$ cat src/hw/rtl/mdns_pkg.sv
// Shared types, codes and character tables for the datagram to sentence converter.
// No dependencies; every other file refers to it by scoped names.
package mdns_pkg;

    // datagram command codes
    localparam logic [7:0] CMD_DEPTH       = 8'h00;
    localparam logic [7:0] CMD_WIND_ANGLE  = 8'h10;
    localparam logic [7:0] CMD_WIND_SPEED  = 8'h11;
    localparam logic [7:0] CMD_WATER_SPEED = 8'h20;

    // characters
    localparam logic [7:0] CH_CR     = 8'h0D;
    localparam logic [7:0] CH_LF     = 8'h0A;
    localparam logic [7:0] CH_DOLLAR = 8'h24;
    localparam logic [7:0] CH_STAR   = 8'h2A;
    localparam logic [7:0] CH_DOT    = 8'h2E;
    localparam logic [7:0] CH_ZERO   = 8'h30;
    localparam logic [7:0] CH_UPPER  = 8'h37;   // 'A' - 10
    localparam logic [7:0] CH_METRE  = 8'h4D;   // 'M'

    // binary to decimal conversion
    localparam int BIN_W      = 28;
    localparam int BCD_DIGITS = 9;
    localparam int BCD_W      = 4 * BCD_DIGITS;
    localparam int NUM_DIGITS = 6;
    localparam int NUM_W      = 4 * NUM_DIGITS;
    localparam int POS_W      = 3;
    // metres in tenths: drop the four low decimal digits of raw * 3048
    localparam int DROP_DIGITS = 4;
    localparam logic [BIN_W-1:0] FEET_TO_METRES = BIN_W'(3048);

    typedef enum logic [1:0] {
        K_MWV,
        K_DBT,
        K_VHW
    } t_kind;

    typedef struct packed {
        t_kind              kind;
        logic               metric;
        logic [NUM_W-1:0]   num1;
        logic [NUM_W-1:0]   num2;
        logic [POS_W-1:0]   lead1;
        logic [POS_W-1:0]   lead2;
    } t_job;

    typedef enum logic [1:0] {
        FE_IDLE,
        FE_CONV,
        FE_PUSH
    } t_fe_state;

    typedef enum logic [3:0] {
        BE_IDLE,
        BE_PRE,
        BE_NUM,
        BE_DOT,
        BE_FRAC,
        BE_MID,
        BE_POST,
        BE_STAR,
        BE_HEX_HI,
        BE_HEX_LO,
        BE_CR,
        BE_LF
    } t_be_state;

    typedef enum logic [1:0] {
        SEG_PRE,
        SEG_MID,
        SEG_POST
    } t_seg;

    // fixed text of all three sentences, first character in the top byte
    localparam int LIT_LEN   = 47;
    localparam int LIT_IDX_W = 6;
    localparam logic [8*LIT_LEN-1:0] LIT_TEXT =
        "$INMWV,,T,,K,A$INDBT,,f,,M,,F$INVHW,,T,,M,,N,,K";

    function automatic logic [7:0] lit_char(input logic [LIT_IDX_W-1:0] idx);
        logic [7:0] ch;
        ch = 8'h00;
        if (int'(idx) < LIT_LEN) begin
            ch = LIT_TEXT[8*(LIT_LEN-1-int'(idx)) +: 8];
        end
        return ch;
    endfunction

    function automatic logic [LIT_IDX_W-1:0] seg_start(input t_kind k, input t_seg s);
        logic [LIT_IDX_W-1:0] r;
        r = '0;
        case (k)
            K_MWV: begin
                case (s)
                    SEG_PRE:  r = LIT_IDX_W'(0);
                    SEG_MID:  r = LIT_IDX_W'(7);
                    default:  r = LIT_IDX_W'(10);
                endcase
            end
            K_DBT: begin
                case (s)
                    SEG_PRE:  r = LIT_IDX_W'(14);
                    SEG_MID:  r = LIT_IDX_W'(21);
                    default:  r = LIT_IDX_W'(24);
                endcase
            end
            default: begin
                case (s)
                    SEG_PRE:  r = LIT_IDX_W'(29);
                    default:  r = LIT_IDX_W'(42);
                endcase
            end
        endcase
        return r;
    endfunction

    function automatic logic [LIT_IDX_W-1:0] seg_last(input t_kind k, input t_seg s);
        logic [LIT_IDX_W-1:0] r;
        r = '0;
        case (k)
            K_MWV: begin
                case (s)
                    SEG_PRE:  r = LIT_IDX_W'(6);
                    SEG_MID:  r = LIT_IDX_W'(9);
                    default:  r = LIT_IDX_W'(13);
                endcase
            end
            K_DBT: begin
                case (s)
                    SEG_PRE:  r = LIT_IDX_W'(20);
                    SEG_MID:  r = LIT_IDX_W'(23);
                    default:  r = LIT_IDX_W'(28);
                endcase
            end
            default: begin
                case (s)
                    SEG_PRE:  r = LIT_IDX_W'(41);
                    default:  r = LIT_IDX_W'(46);
                endcase
            end
        endcase
        return r;
    endfunction

    function automatic logic [7:0] digit_char(input logic [3:0] d);
        return CH_ZERO + {4'h0, d};
    endfunction

    function automatic logic [7:0] hex_char(input logic [3:0] v);
        logic [7:0] ch;
        if (v <= 4'd9) begin
            ch = CH_ZERO + {4'h0, v};
        end else begin
            ch = CH_UPPER + {4'h0, v};
        end
        return ch;
    endfunction

    // highest non-zero whole digit; the units digit always prints
    function automatic logic [POS_W-1:0] lead_pos(input logic [NUM_W-1:0] n);
        logic [POS_W-1:0] p;
        p = POS_W'(1);
        for (int i = 2; i < NUM_DIGITS; i++) begin
            if (n[4*i +: 4] != 4'h0) begin
                p = POS_W'(i);
            end
        end
        return p;
    endfunction

endpackage

$ cat src/hw/rtl/mdns_bcd.sv
// Shift-and-add-3 binary to BCD converter, one input bit per step.
// Depends on mdns_pkg for the widths.
module mdns_bcd (
    input  logic                         i_clk,
    input  logic                         i_load,
    input  logic                         i_step,
    input  logic [mdns_pkg::BIN_W-1:0]   i_value,
    output logic [mdns_pkg::BCD_W-1:0]   o_digits
);

    logic [mdns_pkg::BIN_W-1:0] r_bin;
    logic [mdns_pkg::BIN_W-1:0] n_bin;
    logic [mdns_pkg::BCD_W-1:0] r_bcd;
    logic [mdns_pkg::BCD_W-1:0] n_bcd;
    logic [mdns_pkg::BCD_W-1:0] adj;

    always_comb begin
        for (int d = 0; d < mdns_pkg::BCD_DIGITS; d++) begin
            if (r_bcd[4*d +: 4] >= 4'd5) begin
                adj[4*d +: 4] = r_bcd[4*d +: 4] + 4'd3;
            end else begin
                adj[4*d +: 4] = r_bcd[4*d +: 4];
            end
        end
        n_bcd = r_bcd;
        n_bin = r_bin;
        if (i_load) begin
            n_bcd = '0;
            n_bin = i_value;
        end else if (i_step) begin
            n_bcd = {adj[mdns_pkg::BCD_W-2:0], r_bin[mdns_pkg::BIN_W-1]};
            n_bin = {r_bin[mdns_pkg::BIN_W-2:0], 1'b0};
        end
    end

    always_ff @(posedge i_clk) begin
        r_bcd <= n_bcd;
        r_bin <= n_bin;
    end

    assign o_digits = r_bcd;

endmodule

$ cat src/hw/rtl/mdns_front.sv
// Front end: takes datagrams, keeps the wind state and converts the numbers to decimal.
// Depends on mdns_pkg and mdns_bcd; hands finished jobs to the job queue.
module mdns_front (
    input  logic                 i_clk,
    input  logic                 i_rst_n,
    input  logic                 i_push,
    output logic                 o_full,
    input  logic [7:0]           i_command_byte,
    input  logic [7:0]           i_data_byte_a,
    input  logic [7:0]           i_data_byte_b,
    input  logic [7:0]           i_data_byte_c,
    output logic                 o_job_push,
    input  logic                 i_job_full,
    output mdns_pkg::t_job       o_job
);

    localparam int CNT_W = $clog2(mdns_pkg::BIN_W);
    localparam logic [CNT_W-1:0] CNT_LAST = CNT_W'(mdns_pkg::BIN_W - 1);

    mdns_pkg::t_fe_state r_state;
    mdns_pkg::t_fe_state n_state;
    logic [CNT_W-1:0]    r_cnt;
    mdns_pkg::t_kind     r_kind;
    logic [15:0]         r_angle;
    logic [6:0]          r_whole;
    logic [3:0]          r_tenths;
    logic                r_metric;

    logic                        accept;
    logic                        known;
    mdns_pkg::t_kind             kind;
    logic [mdns_pkg::BIN_W-1:0]  val1;
    logic [mdns_pkg::BIN_W-1:0]  val2;
    logic                        conv_load;
    logic                        conv_step;
    logic [mdns_pkg::BCD_W-1:0]  dig1;
    logic [mdns_pkg::BCD_W-1:0]  dig2;
    logic [mdns_pkg::NUM_W-1:0]  num1;
    logic [mdns_pkg::NUM_W-1:0]  num2;

    assign accept = i_push && !o_full;

    // values in tenths; angle halves times five gives tenths of a degree
    always_comb begin
        known = 1'b1;
        kind  = mdns_pkg::K_MWV;
        val1  = '0;
        val2  = '0;
        case (i_command_byte)
            mdns_pkg::CMD_WIND_ANGLE: begin
                val1 = mdns_pkg::BIN_W'({i_data_byte_a, i_data_byte_b}) * mdns_pkg::BIN_W'(5);
                val2 = mdns_pkg::BIN_W'(r_whole) * mdns_pkg::BIN_W'(10)
                     + mdns_pkg::BIN_W'(r_tenths);
            end
            mdns_pkg::CMD_WIND_SPEED: begin
                val1 = mdns_pkg::BIN_W'(r_angle) * mdns_pkg::BIN_W'(5);
                val2 = mdns_pkg::BIN_W'(i_data_byte_a[6:0]) * mdns_pkg::BIN_W'(10)
                     + mdns_pkg::BIN_W'(i_data_byte_b[3:0]);
            end
            mdns_pkg::CMD_DEPTH: begin
                kind = mdns_pkg::K_DBT;
                val1 = mdns_pkg::BIN_W'({i_data_byte_b, i_data_byte_c});
                val2 = mdns_pkg::BIN_W'({i_data_byte_b, i_data_byte_c})
                     * mdns_pkg::FEET_TO_METRES;
            end
            mdns_pkg::CMD_WATER_SPEED: begin
                kind = mdns_pkg::K_VHW;
                val1 = mdns_pkg::BIN_W'({i_data_byte_a, i_data_byte_b});
            end
            default: begin
                known = 1'b0;
            end
        endcase
    end

    assign conv_load = accept && known;

    mdns_bcd u_bcd1 (
        .i_clk    (i_clk),
        .i_load   (conv_load),
        .i_step   (conv_step),
        .i_value  (val1),
        .o_digits (dig1)
    );

    mdns_bcd u_bcd2 (
        .i_clk    (i_clk),
        .i_load   (conv_load),
        .i_step   (conv_step),
        .i_value  (val2),
        .o_digits (dig2)
    );

    always_comb begin
        n_state = r_state;
        case (r_state)
            mdns_pkg::FE_IDLE: begin
                if (conv_load) begin
                    n_state = mdns_pkg::FE_CONV;
                end
            end
            mdns_pkg::FE_CONV: begin
                if (r_cnt == CNT_LAST) begin
                    n_state = mdns_pkg::FE_PUSH;
                end
            end
            mdns_pkg::FE_PUSH: begin
                if (!i_job_full) begin
                    n_state = mdns_pkg::FE_IDLE;
                end
            end
            default: begin
                n_state = mdns_pkg::FE_IDLE;
            end
        endcase
    end

    always_comb begin
        o_full     = (r_state != mdns_pkg::FE_IDLE);
        conv_step  = (r_state == mdns_pkg::FE_CONV);
        o_job_push = (r_state == mdns_pkg::FE_PUSH);
    end

    // metres keep only the digits above the dropped ones
    always_comb begin
        num1 = dig1[mdns_pkg::NUM_W-1:0];
        if (r_kind == mdns_pkg::K_DBT) begin
            num2 = mdns_pkg::NUM_W'(dig2[mdns_pkg::BCD_W-1:4*mdns_pkg::DROP_DIGITS]);
        end else begin
            num2 = dig2[mdns_pkg::NUM_W-1:0];
        end
        o_job.kind   = r_kind;
        o_job.metric = r_metric;
        o_job.num1   = num1;
        o_job.num2   = num2;
        o_job.lead1  = mdns_pkg::lead_pos(num1);
        o_job.lead2  = mdns_pkg::lead_pos(num2);
    end

    always_ff @(posedge i_clk) begin
        if (!i_rst_n) begin
            r_state  <= mdns_pkg::FE_IDLE;
            r_cnt    <= '0;
            r_angle  <= '0;
            r_whole  <= '0;
            r_tenths <= '0;
            r_metric <= 1'b0;
        end else begin
            r_state <= n_state;
            if (conv_load) begin
                r_cnt <= '0;
            end else if (conv_step) begin
                r_cnt <= r_cnt + CNT_W'(1);
            end
            if (accept && i_command_byte == mdns_pkg::CMD_WIND_ANGLE) begin
                r_angle <= {i_data_byte_a, i_data_byte_b};
            end
            if (accept && i_command_byte == mdns_pkg::CMD_WIND_SPEED) begin
                r_whole  <= i_data_byte_a[6:0];
                r_tenths <= i_data_byte_b[3:0];
                r_metric <= i_data_byte_a[7];
            end
        end
    end

    always_ff @(posedge i_clk) begin
        if (conv_load) begin
            r_kind <= kind;
        end
    end

endmodule

$ cat src/hw/rtl/mdns_jobq.sv
// Short job queue between the front end and the sentence sequencer.
// Depends on mdns_pkg for the job type.
module mdns_jobq #(
    parameter int DEPTH = 2
) (
    input  logic            i_clk,
    input  logic            i_rst_n,
    input  logic            i_push,
    input  mdns_pkg::t_job  i_job,
    output logic            o_full,
    input  logic            i_pop,
    output mdns_pkg::t_job  o_job,
    output logic            o_empty
);

    localparam int PTR_W = $clog2(DEPTH);
    localparam int CNT_W = $clog2(DEPTH + 1);
    localparam logic [PTR_W-1:0] PTR_LAST = PTR_W'(DEPTH - 1);
    localparam logic [CNT_W-1:0] CNT_FULL = CNT_W'(DEPTH);

    mdns_pkg::t_job    r_mem [DEPTH];
    logic [PTR_W-1:0]  r_wr;
    logic [PTR_W-1:0]  r_rd;
    logic [CNT_W-1:0]  r_cnt;
    logic              do_push;
    logic              do_pop;

    assign o_full  = (r_cnt == CNT_FULL);
    assign o_empty = (r_cnt == '0);
    assign do_push = i_push && !o_full;
    assign do_pop  = i_pop && !o_empty;
    assign o_job   = r_mem[r_rd];

    always_ff @(posedge i_clk) begin
        if (!i_rst_n) begin
            r_wr  <= '0;
            r_rd  <= '0;
            r_cnt <= '0;
        end else begin
            if (do_push) begin
                r_wr <= (r_wr == PTR_LAST) ? '0 : r_wr + PTR_W'(1);
            end
            if (do_pop) begin
                r_rd <= (r_rd == PTR_LAST) ? '0 : r_rd + PTR_W'(1);
            end
            if (do_push && !do_pop) begin
                r_cnt <= r_cnt + CNT_W'(1);
            end else if (do_pop && !do_push) begin
                r_cnt <= r_cnt - CNT_W'(1);
            end
        end
    end

    always_ff @(posedge i_clk) begin
        if (do_push) begin
            r_mem[r_wr] <= i_job;
        end
    end

endmodule

$ cat src/hw/rtl/mdns_back.sv
// Sentence sequencer: spells out a job and checksum a character per cycle unless stalled.
// Depends on mdns_pkg; drives the result register seen at the top level.
module mdns_back (
    input  logic            i_clk,
    input  logic            i_rst_n,
    input  logic            i_job_empty,
    output logic            o_job_pop,
    input  mdns_pkg::t_job  i_job,
    output logic            o_empty,
    input  logic            i_pop,
    output logic [7:0]      o_text_byte,
    output logic            o_last_of_sentence
);

    mdns_pkg::t_be_state               r_state;
    mdns_pkg::t_be_state               n_state;
    mdns_pkg::t_job                    r_job;
    logic [mdns_pkg::LIT_IDX_W-1:0]    r_idx;
    logic [mdns_pkg::POS_W-1:0]        r_pos;
    logic                              r_second;
    logic [7:0]                        r_sum;
    logic                              r_ovalid;
    logic [7:0]                        r_otext;
    logic                              r_olast;

    logic                              adv;
    logic [7:0]                        ch;
    logic                              ch_last;
    logic                              ch_sum;
    mdns_pkg::t_seg                    seg;
    logic                              seg_end;
    logic [mdns_pkg::NUM_W-1:0]        num;

    assign adv = (r_state != mdns_pkg::BE_IDLE) && (!r_ovalid || i_pop);

    always_comb begin
        case (r_state)
            mdns_pkg::BE_PRE: seg = mdns_pkg::SEG_PRE;
            mdns_pkg::BE_MID: seg = mdns_pkg::SEG_MID;
            default:          seg = mdns_pkg::SEG_POST;
        endcase
        seg_end = (r_idx == mdns_pkg::seg_last(r_job.kind, seg));
        num     = r_second ? r_job.num2 : r_job.num1;
    end

    // character for the current step
    always_comb begin
        ch        = 8'h00;
        ch_last   = 1'b0;
        ch_sum    = 1'b0;
        o_job_pop = (r_state == mdns_pkg::BE_IDLE) && !i_job_empty;
        case (r_state)
            mdns_pkg::BE_PRE, mdns_pkg::BE_MID, mdns_pkg::BE_POST: begin
                ch = mdns_pkg::lit_char(r_idx);
                // unit letter of the wind sentence
                if (r_state == mdns_pkg::BE_POST && r_job.kind == mdns_pkg::K_MWV
                        && r_job.metric
                        && r_idx == mdns_pkg::seg_start(mdns_pkg::K_MWV, mdns_pkg::SEG_POST)
                                    + mdns_pkg::LIT_IDX_W'(1)) begin
                    ch = mdns_pkg::CH_METRE;
                end
                ch_sum = (ch != mdns_pkg::CH_DOLLAR);
            end
            mdns_pkg::BE_NUM: begin
                ch     = mdns_pkg::digit_char(num[4*r_pos +: 4]);
                ch_sum = 1'b1;
            end
            mdns_pkg::BE_DOT: begin
                ch     = mdns_pkg::CH_DOT;
                ch_sum = 1'b1;
            end
            mdns_pkg::BE_FRAC: begin
                ch     = mdns_pkg::digit_char(num[3:0]);
                ch_sum = 1'b1;
            end
            mdns_pkg::BE_STAR:   ch = mdns_pkg::CH_STAR;
            mdns_pkg::BE_HEX_HI: ch = mdns_pkg::hex_char(r_sum[7:4]);
            mdns_pkg::BE_HEX_LO: ch = mdns_pkg::hex_char(r_sum[3:0]);
            mdns_pkg::BE_CR:     ch = mdns_pkg::CH_CR;
            mdns_pkg::BE_LF: begin
                ch      = mdns_pkg::CH_LF;
                ch_last = 1'b1;
            end
            default: begin
                ch = 8'h00;
            end
        endcase
    end

    always_comb begin
        n_state = r_state;
        case (r_state)
            mdns_pkg::BE_IDLE: begin
                if (!i_job_empty) begin
                    n_state = mdns_pkg::BE_PRE;
                end
            end
            mdns_pkg::BE_PRE: begin
                if (adv && seg_end) n_state = mdns_pkg::BE_NUM;
            end
            mdns_pkg::BE_NUM: begin
                if (adv && r_pos == mdns_pkg::POS_W'(1)) n_state = mdns_pkg::BE_DOT;
            end
            mdns_pkg::BE_DOT: begin
                if (adv) n_state = mdns_pkg::BE_FRAC;
            end
            mdns_pkg::BE_FRAC: begin
                if (adv) n_state = r_second ? mdns_pkg::BE_POST : mdns_pkg::BE_MID;
            end
            mdns_pkg::BE_MID: begin
                if (adv && seg_end) begin
                    n_state = (r_job.kind == mdns_pkg::K_VHW) ? mdns_pkg::BE_STAR
                                                              : mdns_pkg::BE_NUM;
                end
            end
            mdns_pkg::BE_POST: begin
                if (adv && seg_end) n_state = mdns_pkg::BE_STAR;
            end
            mdns_pkg::BE_STAR: begin
                if (adv) n_state = mdns_pkg::BE_HEX_HI;
            end
            mdns_pkg::BE_HEX_HI: begin
                if (adv) n_state = mdns_pkg::BE_HEX_LO;
            end
            mdns_pkg::BE_HEX_LO: begin
                if (adv) n_state = mdns_pkg::BE_CR;
            end
            mdns_pkg::BE_CR: begin
                if (adv) n_state = mdns_pkg::BE_LF;
            end
            mdns_pkg::BE_LF: begin
                if (adv) n_state = mdns_pkg::BE_IDLE;
            end
            default: begin
                n_state = mdns_pkg::BE_IDLE;
            end
        endcase
    end

    always_ff @(posedge i_clk) begin
        if (!i_rst_n) begin
            r_state  <= mdns_pkg::BE_IDLE;
            r_ovalid <= 1'b0;
        end else begin
            r_state <= n_state;
            if (adv) begin
                r_ovalid <= 1'b1;
            end else if (i_pop) begin
                r_ovalid <= 1'b0;
            end
        end
    end

    always_ff @(posedge i_clk) begin
        if (o_job_pop) begin
            r_job    <= i_job;
            r_idx    <= mdns_pkg::seg_start(i_job.kind, mdns_pkg::SEG_PRE);
            r_sum    <= 8'h00;
            r_second <= 1'b0;
        end else if (adv) begin
            if (ch_sum) begin
                r_sum <= r_sum ^ ch;
            end
            r_otext <= ch;
            r_olast <= ch_last;
            case (r_state)
                mdns_pkg::BE_PRE: begin
                    if (seg_end) r_pos <= r_job.lead1;
                    else         r_idx <= r_idx + mdns_pkg::LIT_IDX_W'(1);
                end
                mdns_pkg::BE_MID: begin
                    if (seg_end) begin
                        r_second <= 1'b1;
                        r_pos    <= r_job.lead2;
                    end else begin
                        r_idx <= r_idx + mdns_pkg::LIT_IDX_W'(1);
                    end
                end
                mdns_pkg::BE_POST: begin
                    r_idx <= r_idx + mdns_pkg::LIT_IDX_W'(1);
                end
                mdns_pkg::BE_NUM: begin
                    r_pos <= r_pos - mdns_pkg::POS_W'(1);
                end
                mdns_pkg::BE_FRAC: begin
                    r_idx <= mdns_pkg::seg_start(r_job.kind,
                                 r_second ? mdns_pkg::SEG_POST : mdns_pkg::SEG_MID);
                end
                default: begin
                    r_idx <= r_idx;
                end
            endcase
        end
    end

    assign o_empty            = !r_ovalid;
    assign o_text_byte        = r_otext;
    assign o_last_of_sentence = r_olast;

endmodule

$ cat src/hw/rtl/marine_datagram_to_nmea_sentence_core.sv
// Top level of the datagram to NMEA sentence converter.
// Depends on mdns_pkg, mdns_front, mdns_jobq and mdns_back.
//
//  channel   | direction | handshake           | payload
//  ----------+-----------+---------------------+-------------------------------------------
//  datagram  | in        | push / full         | command_byte, data_byte_a, _b, _c
//  sentence  | out       | pop / empty         | text_byte, last_of_sentence
//
// A known datagram keeps full high after the cycle that takes it, through 28 binary to
// decimal steps (one bit per cycle through two converters), then a push state that hands the job
// over and lasts while the job queue has no room. Unknown commands are taken without raising full.
// The sequencer then gives one character per cycle (up to 32, after an idle state that loads a job)
// while pop keeps up; a stalled pop holds the character and halts the sequencer only.
// Reset clears the wind state and all queues; no clearing pass.
module marine_datagram_to_nmea_sentence_core #(
    parameter int JOB_DEPTH = 2
) (
    input  logic        i_clk,
    input  logic        i_rst_n,
    input  logic        push,
    output logic        full,
    input  logic [7:0]  i_command_byte,
    input  logic [7:0]  i_data_byte_a,
    input  logic [7:0]  i_data_byte_b,
    input  logic [7:0]  i_data_byte_c,
    output logic        empty,
    input  logic        pop,
    output logic [7:0]  o_text_byte,
    output logic        o_last_of_sentence
);

    mdns_pkg::t_job fe_job;
    mdns_pkg::t_job q_job;
    logic           fe_push;
    logic           q_full;
    logic           q_empty;
    logic           be_pop;

    mdns_front u_front (
        .i_clk          (i_clk),
        .i_rst_n        (i_rst_n),
        .i_push         (push),
        .o_full         (full),
        .i_command_byte (i_command_byte),
        .i_data_byte_a  (i_data_byte_a),
        .i_data_byte_b  (i_data_byte_b),
        .i_data_byte_c  (i_data_byte_c),
        .o_job_push     (fe_push),
        .i_job_full     (q_full),
        .o_job          (fe_job)
    );

    mdns_jobq #(
        .DEPTH (JOB_DEPTH)
    ) u_jobq (
        .i_clk   (i_clk),
        .i_rst_n (i_rst_n),
        .i_push  (fe_push),
        .i_job   (fe_job),
        .o_full  (q_full),
        .i_pop   (be_pop),
        .o_job   (q_job),
        .o_empty (q_empty)
    );

    mdns_back u_back (
        .i_clk              (i_clk),
        .i_rst_n            (i_rst_n),
        .i_job_empty        (q_empty),
        .o_job_pop          (be_pop),
        .i_job              (q_job),
        .o_empty            (empty),
        .i_pop              (pop),
        .o_text_byte        (o_text_byte),
        .o_last_of_sentence (o_last_of_sentence)
    );

endmodule

$ cat config.mk
export PLATFORM = sky130hd
export DESIGN_NAME = marine_datagram_to_nmea_sentence_core
export DESIGN_NICKNAME = d
export VERILOG_FILES = /design/src/hw/rtl/mdns_pkg.sv /design/src/hw/rtl/mdns_bcd.sv /design/src/hw/rtl/mdns_front.sv /design/src/hw/rtl/mdns_jobq.sv /design/src/hw/rtl/mdns_back.sv /design/src/hw/rtl/marine_datagram_to_nmea_sentence_core.sv
export SDC_FILE = /design/constraint.sdc
export NUM_CORES = 1
export LEC_CHECK = 0
export ABC_AREA = 1
export ABC_CLOCK_PERIOD_IN_PS = 5000
export BUFFER_PORTS_ARGS = -buffer_cell sky130_fd_sc_hd__buf_2
export CORE_UTILIZATION = 50
export DETAILED_ROUTE_END_ITERATION = 7
export PLACE_DENSITY = 0.71
export SYNTH_ARGS = -nofsm -noshare
export SYNTH_HDL_FRONTEND = slang
export SYNTH_SLANG_ARGS = --single-unit
$ cat constraint.sdc
create_clock -name i_clk -period 5 [get_ports i_clk]
set_input_delay 0.5 -clock i_clk [delete_from_list [all_inputs] [get_ports i_clk]]
set_output_delay 0.5 -clock i_clk [all_outputs]
set_load 0.01 [all_outputs]
-- Word level (Yosys, flattened, before mapping)
Memories as Yosys holds them, arrays and structs flattened. A register that Yosys moved wholly into a read port is not among the register bits.
Index checks and enable logic that the tools add are counted.
W data, S select, Z words.
- add/sub/neg operators: 34
- multiply operators: 5
- divide/modulo/power cells: 0
- $lt $le $gt $ge: 21
- eq/ne operators: 46
- shift-type cells: 2
- multiplexer cells: 91
- bitwise operators: 3
- reductions and logical operators: 58
- operators with widths (kind ; count):
    $shiftx A376 B32 Y8 const A ; 1
    $mux W28 ; 4
    $mux W4 ; 28
    $pmux W28 S3 ; 1
    $pmux W19 S4 ; 1
    $ge A4 B3 Y1 const B ; 18
    $pmux W8 S9 ; 1
    $add A4 B2 Y4 const B ; 16
    $mux W24 ; 2
    $pmux W4 S12 ; 1
    $add A6 B4 Y7 const A ; 6
    $mux W8 ; 5
    $reduce_bool A4 Y1 ; 10
    $mul A16 B3 Y19 const B ; 2
    $mux W3 ; 10
    $ne A2 B1 Y1 const B ; 13
    $mul A16 B9 Y25 const B ; 1
    $add A11 B4 Y12 ; 2
    $mux W6 ; 4
    $pmux W4 S2 ; 3
    $pmux W6 S2 ; 2
    $shiftx A24 B6 Y4 ; 1
    $mux W2 ; 11
    $mul A7 B3 Y10 const B ; 2
    49 further kinds ; 115
- bits in registers: 258
- latch bits: 0
- memory bits (writable): 114
- bits in read-only memories: 0
- input port bits: 36
- word-level logic and storage cells: 289
- memories kept: 1
- memory list (memory ; words ; width ; read ports ; clocked after Yosys merged registers in ; write ports ; RTL line ; text):
    u_jobq.r_mem ; 2 ; 57 ; 1 ; 1 ; 1 ; mdns_jobq.sv:21 ; mdns_pkg::t_job r_mem [DEPTH];

-- Longest topological paths before layout
- depth in word-level cells: 10
- depth in mapped cells: 22
- mapped depth without buffers: 22

-- Cells and area by module
Synthesis repeated with hierarchy kept, for this count alone.
- cell total of the unflattened synthesis: 2920
- area total of the unflattened synthesis: 24359.6 µm²
- modules (own cells, without submodules) (module ; times used ; cells each ; area an instance (µm²) ; sequential area each (µm²)):
    mdns_front ; 1 ; 1283 ; 8510.7 ; 760.7
    mdns_bcd ; 2 ; 420 ; 3201.8 ; 1561.5
    mdns_back ; 1 ; 582 ; 4971.0 ; 2482.4
    mdns_jobq ; 1 ; 215 ; 4474.3 ; 3523.4

-- Worst setup path before layout
No wires, ideal clock.
- path kind: in2reg
- start: in i_data_byte_c[5]
- end: reg u_front.u_bcd2.r_bin[23] (netlist name) (data pin)
- library setup time: 0.262 ns
- data arrival time: 4.260 ns
- data required time: 4.738 ns
- path slack: 0.479 ns
- stages: 17
- buffers on the path: 0
- cell sequence: inv_1 fa_1 fa_1 inv_1 fa_1 inv_1 fa_1 inv_1 ha_1 a21o_1 nor2_1 o21ai_2 a21boi_0 o21bai_1 a21oi_1 xor2_1 o21ai_0
- longest elaborated chain between the ends: 3
- RTL lines (what ; RTL line ; text):
    from (decl) ; marine_datagram_to_nmea_sentence_core.sv:25 ; input logic [7:0] i_data_byte_c,
    $mul A16 B9 Y25 ; mdns_front.sv:64 ; * mdns_pkg::FEET_TO_METRES;
    $pmux W28 S3 ; mdns_front.sv:49 ; case (i_command_byte)
    $mux W28 ; mdns_bcd.sv:27 ; if (i_load) begin
    via u_front.u_bcd2.n_bin, one bit ; mdns_bcd.sv:12 ; logic [mdns_pkg::BIN_W-1:0] n_bin;
    to (signal assigned) ; mdns_bcd.sv:38 ; r_bin <= n_bin;
    to (decl) ; mdns_bcd.sv:11 ; logic [mdns_pkg::BIN_W-1:0] r_bin;
The timed path passes the listed nets, and every way through them passes these cells.
A chain may end at the register's enable or synchronous reset.

-- Final worst setup path
- start: in i_data_byte_b[3]
- end: reg u_front.u_bcd2.r_bin[27] (netlist name) (data pin)
- longest elaborated chain between the ends: 3
- RTL lines (what ; RTL line ; text):
    from (decl) ; marine_datagram_to_nmea_sentence_core.sv:24 ; input logic [7:0] i_data_byte_b,
    $mul A16 B9 Y25 ; mdns_front.sv:64 ;
    $pmux W28 S3 ; mdns_front.sv:49 ;
    $mux W28 ; mdns_bcd.sv:27 ;
    via u_front.u_bcd2.n_bin, one bit ; mdns_bcd.sv:12 ;
The timed path passes the listed nets, and every way through them passes these cells.

==> metrics <==
status complete, no violations; vias in the first global route around 18000; Synth Flop Type edfxtp_1; Clk pin slew, worst setup/hold paths 0.06 ns; crit-path max FO 5; peak supply drop 0.000295 V; complex-gate fraction of the synthesized area 0.133; vias approximately 18000; Pwr Density 506 nW/um2; Remaining DRCs 0; largest family of logic cells by synthesized area simple AND/OR/NAND/NOR gates; number of synthesized flops with an enable pin around 250; critical path endpoint category flip-flop; hold_buf cts 0; Final ANT Viol Nets 0; Post-Synth XOR/XNOR Area 0.0144; post_cts resized 0; Adder-Cell Fraction of Synth Area 0.153; FFs w/ async S/R, synth 0; Setup Viol. Count Final 0; fin crit period 4.41 ns; Pleak 11.0 nW; Seq cells post-synth 359; DP HPWL 42.4 mm; htree depth 2; setup_tns 0 ns; met2 Resource Use GR 0.412; maxcap violations 0; Max Freq 227 MHz; endpoints failing hold 0; GR Util met3 0.0337; area grow syn2layout 9.99%; crit path kind in -> reg; post-synthesis mux area share 0.0273; Root Buffer clkbuf_16; Critical Path RT 5.31 ns; Final Cycle Share 0.881; Slew Viols, Final 0; Mapped Nets 2816; Core ar. 44500 um2; setup bufs post-CTS 0; Setup Skew ~0.024 ns; CTS Buf Count 39; relative slew slack 0.175; layout cells sized above 1 0.101; Total GRT Usage 0.251; GP Congestion 0.963; Synth Instances ~2500; CTS tree yes; pre-CTS worst setup slack between 0.07 and 0.08 ns; Die ar. approximately 46000 um2; Worst-Margin Slew 1.24 ns; IO Pins 47; post-synthesis sequential area ratio 0.426; routed wire length between 50 and 60 mm; Antenna diodes 0; Ys Warns 0; met1 usage 0.345; Mean Syn Cell Area 8.90 um2; final worst slack 0.595 ns; grt ovf 0; initial antenna violation count 0; CTS Sinks 359; worst hold path class in -> reg; RSZ-0062 raised after global routing no; fin nets roughly 2900; Simple-Gate Fraction of Synth Area 0.161; # fillers 3982; Avg Vias per Cell 5.58; drt pass-1 iters 6; Mapped Area 22700 um2; row count 77; area of the multi-input gates 11100 um2; clock buffer depth 3; DR iter-0 viols between 1500 and 2000; first-pass GRT wire length between 90 and 100 mm; port buffer count 45; Die Span Y 215 um; Distinct cells, synth 64; WL/cell 17.9 um; FF+latch area 9650 um2; Worst EP arrival 4.71 ns; pin count of the biggest net entering global routing 69; Die Wd 215 um; clock latency on the worst-skew pair 0.58 ns; Initial Util 0.509; fin util 0.560; GRT busiest layer met2; CP startpoint kind input port
## registers in the layout, summed over array words and instances, names as in the netlist, 6 cells and up, named ones only
name,count
u_back.o_text_byte,7
u_back.r_sum,7
u_front.u_bcd2.r_bin,28
u_back.r_job,57
u_front.r_whole,7
u_back.r_idx,6
u_front.u_bcd1.r_bin,28
u_front.r_angle,16
u_front.u_bcd2.o_digits,36
u_front.u_bcd1.o_digits,24
u_jobq.r_mem,114
## cell usage in the layout (no fill, tap or decap), types with 15 or more instances in the layout
cell / n
a211oi_1: 17
a21oi_1: 166
inv_1: 401
buf_2: 45
nor3_1: 25
nand2_1: 416
mux2_2: 55
clkbuf_16: 40
ha_1: 157
fa_1: 75
edfxtp_1: 246
dfxtp_1: 112
buf_4: 37
o21ai_0: 189
nand3_1: 115
o211ai_1: 34
or2_2: 15
o22ai_1: 19
nor2_1: 225
xor2_1: 23
## path summary, 6_finish.rpt
check                                   startpoint                        to  slack [ns]  cells past startpoint
worst min-delay path              i_data_byte_a[7]          u_front.r_metric        0.26                      3
worst max register to register  u_front.r_state[0]  u_front.u_bcd2.r_bin[19]        1.70                     10
worst min register to register         u_jobq.r_rd                 flip-flop        0.45                      1
worst max-delay path              i_data_byte_b[3]  u_front.u_bcd2.r_bin[27]        0.59                     24
## power by group
part	switching [W]	leakage, nW	internal (W)
Combinational	0.00351	7.12	0.00190
Sequential	0.000407	3.16	0.00378
Clock	0.00121	0.667	0.00180
## routing by layer
metal / vias to the layer above / wire length (um)
met5: - / 0
met4: 0 / 1470
met3: 106 / 3230
met2: 549 / 26800
met1: 8615 / 26200
li1: 8686 / -
## cells in the mapped netlist (5+ instances only)
cell | count | area (um2)
a221oi_1 | 6 | 52.6
or2_2 | 15 | 93.8
edfxtp_1 | 246 | 7390
ha_1 | 157 | 1960
inv_1 | 402 | 1510
a21o_1 | 7 | 52.6
nor3_1 | 26 | 130
nand4_1 | 13 | 81.3
o211ai_1 | 34 | 255
o221ai_1 | 10 | 87.6
a22oi_1 | 13 | 97.6
a21oi_1 | 166 | 831
o311ai_0 | 11 | 96.3
nor2_1 | 230 | 863
buf_1 | 9 | 33.8
xnor2_1 | 11 | 96.3
a31oi_1 | 8 | 50.1
buf_6 | 8 | 90.1
a211oi_1 | 17 | 128
fa_1 | 75 | 1500
o21ai_1 | 7 | 35.0
dfxtp_1 | 113 | 2260
clkbuf_1 | 39 | 146
o31ai_1 | 5 | 37.5
buf_2 | 19 | 95.1
nand3b_1 | 6 | 45.0
nand3_1 | 115 | 576
nand2_1 | 416 | 1560
o21ai_0 | 189 | 946
a21oi_2 | 5 | 43.8
a32oi_1 | 5 | 43.8
inv_2 | 10 | 37.5
o22ai_1 | 19 | 119
mux2_2 | 55 | 619
xor2_1 | 23 | 201
nand2_2 | 9 | 56.3
## cell families (layout without fill, tap and decap cells)
group / Yosys count / in the layout
buf+inv: 494 / 572
simple gates: 853 / 853
fa+ha+maj: 232 / 232
flops: 359 / 359
mux: 55 / 55
compound gates: 519 / 519
xor+xnor: 35 / 35
other cells: 1 / 1
## worst max-delay path, cell delays in order
cell     delay, ns
buf_2         0.16
inv_1         0.16
fa_1          0.53
inv_1         0.07
fa_1          0.47
fa_1          0.54
inv_1         0.06
fa_1          0.53
inv_1         0.05
ha_1          0.29
buf_4         0.13
nand2_1       0.06
inv_1         0.08
nand3_1       0.09
nor3_1        0.25
nand4_1       0.16
nand3_1       0.14
nand2_1       0.06
inv_1         0.06
o21ai_0       0.09
nand2_1       0.07
nand2_1       0.06
nand3_1       0.07
nand2_1       0.05
## final cells by class
type,count,area share
multi-input combinational,1695,0.446
sequential,359,0.387
inverter,418,0.0631
clock buffer,55,0.0452
tap,592,0.0297
timing repair buffer,82,0.0202
clock inverter,17,0.00908
## through the flow
stage / hold WS (ns) / power (W) / instances / area [um2]
after floorplan: 0.426 / 0.00820 / 2548 / 22700
after global placement: 0.425 / 0.00949 / 3146 / 23600
after detailed placement: 0.436 / 0.00960 / 3146 / 23600
after CTS: 0.241 / 0.0126 / 3218 / 24900
after global routing: 0.291 / 0.0135 / 3218 / 24900
final: 0.264 / 0.0126 / 3218 / 24900
Power figures use the tool's default switching activity.
